## src/sv/ctae_pkg.sv

```systemverilog
// shared types, command codes and sgr constants for the cursor and attribute engine
`timescale 1ns / 1ps
`default_nettype none
package ctae_pkg;

    // command codes
    localparam logic [3:0] MODE_CR        = 4'd0;
    localparam logic [3:0] MODE_DOWN      = 4'd1;
    localparam logic [3:0] MODE_UP        = 4'd2;
    localparam logic [3:0] MODE_RIGHT     = 4'd3;
    localparam logic [3:0] MODE_LEFT      = 4'd4;
    localparam logic [3:0] MODE_MOVE      = 4'd5;
    localparam logic [3:0] MODE_TAB       = 4'd6;
    localparam logic [3:0] MODE_BACKSPACE = 4'd7;
    localparam logic [3:0] MODE_SGR       = 4'd8;

    // configuration register indexes
    localparam logic REG_SCREEN_WIDTH  = 1'b0;
    localparam logic REG_SCREEN_HEIGHT = 1'b1;

    // register reset values and the largest screen size
    localparam logic [8:0] WIDTH_RESET  = 9'd80;
    localparam logic [8:0] HEIGHT_RESET = 9'd24;
    localparam logic [8:0] DIM_MAX      = 9'd256;

    // horizontal tab spacing
    localparam int TAB_STOP = 8;

    // sgr parameter codes
    localparam logic [11:0] SGR_RESET      = 12'd0;
    localparam logic [11:0] SGR_BRIGHT     = 12'd1;
    localparam logic [11:0] SGR_DIM        = 12'd2;
    localparam logic [11:0] SGR_UNDERSCORE = 12'd4;
    localparam logic [11:0] SGR_BLINK      = 12'd5;
    localparam logic [11:0] SGR_REVERSE    = 12'd7;
    localparam logic [11:0] SGR_HIDDEN     = 12'd8;
    localparam logic [11:0] SGR_FG_FIRST   = 12'd30;
    localparam logic [11:0] SGR_FG_LAST    = 12'd39;
    localparam logic [11:0] SGR_BG_FIRST   = 12'd40;
    localparam logic [11:0] SGR_BG_LAST    = 12'd49;

    // attribute bit positions
    localparam int ATTR_BRIGHT     = 0;
    localparam int ATTR_DIM        = 1;
    localparam int ATTR_UNDERSCORE = 2;
    localparam int ATTR_BLINK      = 3;
    localparam int ATTR_REVERSE    = 4;
    localparam int ATTR_HIDDEN     = 5;

    // default colours
    localparam logic [2:0] FG_DEFAULT = 3'd7;
    localparam logic [2:0] BG_DEFAULT = 3'd0;

    // one decoded command
    typedef struct packed {
        logic [3:0]  mode;
        logic [11:0] first_value;
        logic        first_present;
        logic [11:0] second_value;
        logic        second_present;
        logic        sgr_start;
    } cmd_t;

    // cursor and rendition state
    typedef struct packed {
        logic [7:0] col;
        logic [7:0] row;
        logic [5:0] attr;
        logic [2:0] fg;
        logic [2:0] bg;
    } term_state_t;

    // per-request status
    typedef struct packed {
        logic [11:0] scroll;
        logic        rejected;
    } status_t;

endpackage : ctae_pkg
`default_nettype wire

```

## src/sv/ctae_exec.sv

```systemverilog
// command execution logic: next cursor, rendition state and status for one request
`timescale 1ns / 1ps
`default_nettype none
module ctae_exec (
    input  wire ctae_pkg::cmd_t      cmd,
    input  wire ctae_pkg::term_state_t cur,
    input  wire logic [8:0]          width_cfg,
    input  wire logic [8:0]          height_cfg,
    output ctae_pkg::term_state_t    nxt,
    output ctae_pkg::status_t        status
);
    import ctae_pkg::*;

    localparam logic [9:0] TAB_W = 10'(TAB_STOP);

    logic [8:0]  w;
    logic [8:0]  h;
    logic [8:0]  w_m1;
    logic [11:0] n_down;
    logic [8:0]  avail;
    logic [8:0]  moved;
    logic [11:0] count;
    logic [12:0] right_sum;
    logic [11:0] r1;
    logic [11:0] c1;
    logic [11:0] r1_m1;
    logic [11:0] c1_m1;
    logic        move_ok;
    logic [9:0]  tab_pos;
    logic [11:0] code;
    logic [11:0] fg_off;
    logic [11:0] bg_off;
    logic [5:0]  attr_base;

    // screen size clamped to 1..256
    always_comb
    begin
        if (width_cfg == 9'd0)
            w = 9'd1;
        else if (width_cfg > DIM_MAX)
            w = DIM_MAX;
        else
            w = width_cfg;
        if (height_cfg == 9'd0)
            h = 9'd1;
        else if (height_cfg > DIM_MAX)
            h = DIM_MAX;
        else
            h = height_cfg;
    end

    assign w_m1 = w - 9'd1;

    // shared operands
    always_comb
    begin
        n_down = cmd.first_present ? cmd.first_value : 12'd1;
        if (({1'b0, cur.row} + 9'd1) < h)
            avail = h - 9'd1 - {1'b0, cur.row};
        else
            avail = 9'd0;
        moved = (n_down < {3'b000, avail}) ? n_down[8:0] : avail;

        count = (cmd.first_present && (cmd.first_value != 12'd0)) ? cmd.first_value : 12'd1;
        right_sum = {5'd0, cur.col} + {1'b0, count};

        r1 = cmd.first_present  ? cmd.first_value  : 12'd1;
        c1 = cmd.second_present ? cmd.second_value : 12'd1;
        r1_m1 = r1 - 12'd1;
        c1_m1 = c1 - 12'd1;
        move_ok = (r1 != 12'd0) && (r1 <= {3'b000, h}) &&
                  (c1 != 12'd0) && (c1 <= {3'b000, w});

        tab_pos = (({2'b00, cur.col} / TAB_W) + 10'd1) * TAB_W;

        code = cmd.first_present ? cmd.first_value : SGR_RESET;
        fg_off = code - SGR_FG_FIRST;
        bg_off = code - SGR_BG_FIRST;
        attr_base = cmd.sgr_start ? 6'd0 : cur.attr;
    end

    // per-command update
    always_comb
    begin
        nxt = cur;
        status.scroll = 12'd0;
        status.rejected = 1'b0;
        case (cmd.mode)
            MODE_CR:
            begin
                nxt.col = 8'd0;
            end
            MODE_DOWN:
            begin
                status.scroll = n_down - {3'b000, moved};
                if (moved != 9'd0)
                begin
                    nxt.row = cur.row + moved[7:0];
                    nxt.col = 8'd0;
                end
            end
            MODE_UP:
            begin
                nxt.row = ({4'd0, cur.row} > count) ? (cur.row - count[7:0]) : 8'd0;
            end
            MODE_RIGHT:
            begin
                nxt.col = (right_sum >= {4'd0, w}) ? w_m1[7:0] : right_sum[7:0];
            end
            MODE_LEFT:
            begin
                nxt.col = ({4'd0, cur.col} > count) ? (cur.col - count[7:0]) : 8'd0;
            end
            MODE_MOVE:
            begin
                if (move_ok)
                begin
                    nxt.row = r1_m1[7:0];
                    nxt.col = c1_m1[7:0];
                end
                else
                begin
                    status.rejected = 1'b1;
                end
            end
            MODE_TAB:
            begin
                nxt.col = (tab_pos >= {1'b0, w}) ? w_m1[7:0] : tab_pos[7:0];
            end
            MODE_BACKSPACE:
            begin
                if (cur.col != 8'd0)
                    nxt.col = cur.col - 8'd1;
                else if (cur.row != 8'd0)
                    nxt.row = cur.row - 8'd1;
            end
            MODE_SGR:
            begin
                nxt.attr = attr_base;
                if (code == SGR_RESET)
                    nxt.attr = 6'd0;
                else if (code == SGR_BRIGHT)
                    nxt.attr[ATTR_BRIGHT] = 1'b1;
                else if (code == SGR_DIM)
                    nxt.attr[ATTR_DIM] = 1'b1;
                else if (code == SGR_UNDERSCORE)
                    nxt.attr[ATTR_UNDERSCORE] = 1'b1;
                else if (code == SGR_BLINK)
                    nxt.attr[ATTR_BLINK] = 1'b1;
                else if (code == SGR_REVERSE)
                    nxt.attr[ATTR_REVERSE] = 1'b1;
                else if (code == SGR_HIDDEN)
                    nxt.attr[ATTR_HIDDEN] = 1'b1;
                else if ((code >= SGR_FG_FIRST) && (code <= SGR_FG_LAST))
                    // 38 and 39 fall back to the default foreground
                    nxt.fg = (fg_off > 12'd7) ? FG_DEFAULT : fg_off[2:0];
                else if ((code >= SGR_BG_FIRST) && (code <= SGR_BG_LAST))
                    nxt.bg = (bg_off > 12'd7) ? BG_DEFAULT : bg_off[2:0];
                else
                    status.rejected = 1'b1;
            end
            default:
            begin
                // unused codes leave the state alone
                nxt = cur;
            end
        endcase
    end

endmodule : ctae_exec
`default_nettype wire

```

## src/sv/terminal_cursor_attribute_engine_core.sv

```systemverilog
// top level of the terminal cursor and attribute engine
// a request is captured in the input register, and its result in the state register
// throughput: one request per cycle while the output is not stalled, set by the state update
// loop in the execute stage (cursor and rendition registers feed back into it)
// reset: cursor at 0,0, attributes clear, white on black, screen 80 by 24,
// both pipeline stages empty
`timescale 1ns / 1ps
`default_nettype none
module terminal_cursor_attribute_engine_core (
    input  wire logic        clk,
    input  wire logic        rst_n,
    input  wire logic        cfg_we,
    input  wire logic        cfg_index,
    input  wire logic [8:0]  cfg_data,
    input  wire logic        in_valid,
    output logic             in_stall,
    input  wire logic [3:0]  mode,
    input  wire logic [11:0] first_value,
    input  wire logic        first_present,
    input  wire logic [11:0] second_value,
    input  wire logic        second_present,
    input  wire logic        sgr_start,
    output logic             out_valid,
    input  wire logic        out_stall,
    output logic [7:0]       cursor_col,
    output logic [7:0]       cursor_row,
    output logic [5:0]       attr_bits,
    output logic [2:0]       fg_color,
    output logic [2:0]       bg_color,
    output logic [11:0]      scroll_lines,
    output logic             rejected
);
    import ctae_pkg::*;

    logic [8:0]  width_reg;
    logic [8:0]  height_reg;
    logic        s1_valid_reg;
    cmd_t        s1_cmd_reg;
    logic        out_valid_reg;
    term_state_t state_reg;
    status_t     status_reg;
    term_state_t state_next;
    status_t     status_next;
    logic        advance;

    // configuration registers
    always_ff @(posedge clk or negedge rst_n)
    begin
        if (!rst_n)
        begin
            width_reg  <= WIDTH_RESET;
            height_reg <= HEIGHT_RESET;
        end
        else if (cfg_we)
        begin
            case (cfg_index)
                REG_SCREEN_WIDTH:  width_reg  <= cfg_data;
                REG_SCREEN_HEIGHT: height_reg <= cfg_data;
                default:           width_reg  <= width_reg;
            endcase
        end
    end

    // pipeline flow control
    assign advance  = s1_valid_reg && (!out_valid_reg || !out_stall);
    assign in_stall = s1_valid_reg && !advance;

    // input register
    always_ff @(posedge clk or negedge rst_n)
    begin
        if (!rst_n)
            s1_valid_reg <= 1'b0;
        else if (!in_stall)
            s1_valid_reg <= in_valid;
    end

    always_ff @(posedge clk)
    begin
        if (!in_stall && in_valid)
        begin
            s1_cmd_reg.mode           <= mode;
            s1_cmd_reg.first_value    <= first_value;
            s1_cmd_reg.first_present  <= first_present;
            s1_cmd_reg.second_value   <= second_value;
            s1_cmd_reg.second_present <= second_present;
            s1_cmd_reg.sgr_start      <= sgr_start;
        end
    end

    // execute stage
    ctae_exec u_exec (
        .cmd        (s1_cmd_reg),
        .cur        (state_reg),
        .width_cfg  (width_reg),
        .height_cfg (height_reg),
        .nxt        (state_next),
        .status     (status_next)
    );

    // state doubles as the result register
    always_ff @(posedge clk or negedge rst_n)
    begin
        if (!rst_n)
        begin
            out_valid_reg <= 1'b0;
            state_reg.col  <= 8'd0;
            state_reg.row  <= 8'd0;
            state_reg.attr <= 6'd0;
            state_reg.fg   <= FG_DEFAULT;
            state_reg.bg   <= BG_DEFAULT;
        end
        else
        begin
            if (advance)
            begin
                out_valid_reg <= 1'b1;
                state_reg     <= state_next;
            end
            else if (!out_stall)
            begin
                out_valid_reg <= 1'b0;
            end
        end
    end

    always_ff @(posedge clk)
    begin
        if (advance)
            status_reg <= status_next;
    end

    // result ports
    assign out_valid    = out_valid_reg;
    assign cursor_col   = state_reg.col;
    assign cursor_row   = state_reg.row;
    assign attr_bits    = state_reg.attr;
    assign fg_color     = state_reg.fg;
    assign bg_color     = state_reg.bg;
    assign scroll_lines = status_reg.scroll;
    assign rejected     = status_reg.rejected;

    // checks
    a_stall_needs_item: assert property (@(posedge clk) disable iff (!rst_n)
        in_stall |-> s1_valid_reg)
        else $error("input stalled with empty input stage");

    a_advance_fills_out: assert property (@(posedge clk) disable iff (!rst_n)
        advance |=> out_valid_reg)
        else $error("advanced request did not reach the output");

    a_scroll_not_rejected: assert property (@(posedge clk) disable iff (!rst_n)
        (out_valid_reg && (status_reg.scroll != 12'd0)) |-> !status_reg.rejected)
        else $error("scroll and reject reported together");

    a_state_holds_idle: assert property (@(posedge clk) disable iff (!rst_n)
        !advance |=> ($stable(state_reg.col) && $stable(state_reg.row) &&
                      $stable(state_reg.attr)))
        else $error("state changed without a request");

endmodule : terminal_cursor_attribute_engine_core
`default_nettype wire

```

## config.mk

```make
export PLATFORM = sky130hd
export DESIGN_NAME = terminal_cursor_attribute_engine_core
export DESIGN_NICKNAME = d
export VERILOG_FILES = /design/src/sv/ctae_pkg.sv /design/src/sv/ctae_exec.sv /design/src/sv/terminal_cursor_attribute_engine_core.sv
export SDC_FILE = /design/constraint.sdc
export NUM_CORES = 1
export LEC_CHECK = 0
export BUFFER_PORTS_ARGS = -buffer_cell sky130_fd_sc_hd__buf_2
export CAP_MARGIN = 0
export CORE_MARGIN = 3
export CORE_UTILIZATION = 25
export CTS_CLUSTER_SIZE = 24
export DETAILED_ROUTE_END_ITERATION = 10
export GPL_ROUTABILITY_DRIVEN = 0
export GPL_TIMING_DRIVEN = 0
export PLACE_DENSITY_LB_ADDON = 0.1
export SLEW_MARGIN = 20
export SYNTH_ARGS = -nofsm -noshare
export SYNTH_HDL_FRONTEND = slang
export SYNTH_SLANG_ARGS = --single-unit
```

## constraint.sdc

```tcl
create_clock -name clk -period 12.3 [get_ports clk]
set_input_delay 1.845 -clock clk [delete_from_list [all_inputs] [get_ports clk]]
set_output_delay 1.845 -clock clk [all_outputs]
set_load 0.02 [all_outputs]
```

==> impl_metrics.json <==
{
  "dr.pass1.iters": 5,
  "die_y_um": 197,
  "route.detailed.drc": 0,
  "core-area_sq_um": 35800,
  "worst_pin_slew_ps": 1020,
  "rr_startpoint": "cursor_row[1]$_DFFE_PN0P_",
  "slew_violations": 0,
  "num-nets-final": 1324,
  "port-buffer-count": 88,
  "synth_top_area_share_pct": 15.7,
  "synth.area.top_cells": "ha_1 16%, edfxtp_1 14%, dfrtp_1 11%, nand2_1 4.2%, xnor2_1 4.0%",
  "via_per_inst": 5.02,
  "synth_area_per_cell_sq_um": 8.64,
  "outcome": "finished clean",
  "synthArstFlopShare_pct": 52.2,
  "finalSetupViolCount": 0,
  "holdPathEnd": "bg_color[0]$_DFFE_PN0P_",
  "mostFrequentLayoutCells": "115 x ha_1, 102 x nand2_1, 96 x nor2_1, 93 x buf_2, 70 x inv_1",
  "hold_path.class": "reg2reg",
  "final.setup.worst_slack_ps": 4480,
  "start_util_pct": 25.5,
  "powerDensity_nw_per_um2": 217,
  "seq_area_frac_synth_pct": 27.7,
  "whs_path_depth": 2,
  "largest_register_ffs": 31,
  "r2r_slack_ps": 4480,
  "ctsLongestPathBuffers": 2,
  "final_hold_viol_count": 0,
  "crit_required_ps": 12530,
  "worstPathArrival_ps": 8060,
  "grt_pass1_vias": 8188,
  "cts_tree": "built",
  "dr.first_iter.drc_count": 472,
  "dp.cells": 1607,
  "wl_per_cell_um": 19.8,
  "slowest_stage": "dfrtp_1",
  "antenna_found_initial": 0,
  "ctsHoldBuffers": 0,
  "finalClockSkew_ps": 4.89,
  "die_x_um": 197,
  "cp_common_cell": "ha_1",
  "period_share_pct": 63.6,
  "final_util_pct": 29.2,
  "layout-drive-gt1-share_pct": 14.8,
  "synth.distinct_cells": 75,
  "grt_first_pass_wirelength_um": 49200,
  "ant_nets": 0,
  "synth_edf_count": 44,
  "power_leakage_nw": 4.61,
  "fp.dieArea_sq_um": 38900,
  "cts-resized-gates": 0,
  "vias": 8147,
  "r2r_cells": 34,
  "crit_fanout": 10,
  "crit_path_start_kind": "register",
  "yosysWarningCount": 0,
  "ys_ff_latch": 92,
  "cts_sinks": 92,
  "post-place-ws_ps": 4490,
  "place_hpwl_um": 25800,
  "cts_buffers": 9,
  "cts_max_level": 3,
  "clk_pin_slew_ps": 70,
  "clockRootBuffer": "clkbuf_16",
  "ys.flop_type": "edfxtp_1",
  "crit-reg2reg-capture": "cursor_row[7]$_DFFE_PN0P_",
  "min_from": "bg_color[0]$_DFFE_PN0P_",
  "tns_ps": 0,
  "areaGrowthSynthToFinish_pct": 14.4,
  "period_minus_slack_ps": 7820,
  "grt_overflow": 0,
  "place_area_sq_um": 10200,
  "timing.max_cap.violations": 0,
  "end_kind": "register",
  "yosysTopAreaCell": "ha_1",
  "finalNonFillerCells": 1623,
  "peakVddDrop_mv": 0.0935,
  "max_stage_delay_ps": 640,
  "num_antenna_cells": 0,
  "slew_headroom_pct": 31.8,
  "max_freq_ghz": 0.128,
  "cts_setup_buffers": 0,
  "wl_um": 32100,
  "rsz0062_at_grt": "false",
  "grt_use_total_pct": 16.5,
  "rows": 69,
  "syn-cell-area_sq_um": 9150,
  "grt_max_degree": 49,
  "crit_type": "reg2reg",
  "layout_commonest_cell": "ha_1",
  "synthCells": 1058,
  "pin_count": 89,
  "clock_latency_ps": 360,
  "syn_nets": 1225,
  "fin_area_sq_um": 10500
}
[synth_stat cells (10+ instances only)]
cell      number
nand2_1      102
o21ai_0       41
ha_1         115
nand2b_1      19
nor2b_1       20
o221ai_1      12
edfxtp_1      44
nand3_1       30
mux2i_1       10
nor4_1        13
nor2_1        96
nor3_1        28
xnor2_1       42
nand4_1       19
o21a_1        10
clkbuf_1      25
dfrtp_1       41
mux2_2        28
a21o_1        14
xor2_1        21
a211oi_1      20
inv_1         70
and2_1        13
a21oi_1       63
[how the worst max path moves through the flow]
stage | end | startpoint | depth (start not counted)
final | cursor_row[7]$_DFFE_PN0P_ | cursor_row[1]$_DFFE_PN0P_ | 34
after global routing | cursor_row[7]$_DFFE_PN0P_ | cursor_row[1]$_DFFE_PN0P_ | 34
after CTS | cursor_row[7]$_DFFE_PN0P_ | cursor_row[1]$_DFFE_PN0P_ | 34
after detailed placement | cursor_row[7]$_DFFE_PN0P_ | cursor_row[1]$_DFFE_PN0P_ | 34
after global placement | cursor_row[7]$_DFFE_PN0P_ | cursor_row[1]$_DFFE_PN0P_ | 34
after floorplan | cursor_row[7]$_DFFE_PN0P_ | cursor_row[1]$_DFFE_PN0P_ | 33
[layer usage]
layer | part of all wire, % | track usage (%)
met5 | 0 | 0
met4 | 1.5 | 4.04
met3 | 3.6 | 2.18
met2 | 47 | 27.1
met1 | 48 | 22.9
[power by group]
group / total [W] / switching (W) / leakage (nW) / internal [W]
sequential: 0.000462 / 0.0000936 / 1.02 / 0.000369
combinational: 0.00152 / 0.000878 / 3.45 / 0.000642
clock: 0.000286 / 0.000128 / 0.140 / 0.000158
total: 0.00227 / 0.00110 / 4.61 / 0.00117
[worst max-delay path: cells and delay by family (launching register included)]
kind	cells	cell delay, ps
muxes	2	180
buffers and inverters	4	940
AOI/OAI and AO/OA	9	2430
xor gates and xnor gates	3	430
and+or+nand+nor	12	1900
adders and majority gates	4	1170
DFF	1	640
[layout make-up]
| type | instances | area [sq um] |
|---|---|---|
| fillers | 3883 | 25400 |
| multi-input cells | 859 | 6190 |
| flip-flops and latches | 92 | 2530 |
| well taps | 461 | 577 |
| repair buffers | 88 | 443 |
| inverters | 71 | 267 |
| clock buffers | 10 | 229 |
| plain buffers | 36 | 158 |
| clock inverters | 6 | 63.8 |
[through the flow]
stage          power (W)  hold slack, ps
2_1_floorplan    0.00158             471
3_3_place_gp     0.00200             483
3_5_place_dp     0.00199             488
4_1_cts          0.00229             508
5_1_grt          0.00249             523
6_report         0.00227             491
[logic make-up after synthesis]
group	synth area share, %
buffers and inverters	4.64
XOR/XNOR	6.03
multiplexers	5.69
flip-flops	27.7
AO/OA/AOI/OAI	18.2
adder cells (fa/ha/maj)	17.0
AND/OR/NAND/NOR	20.7
(Power assumes the default switching activity.)
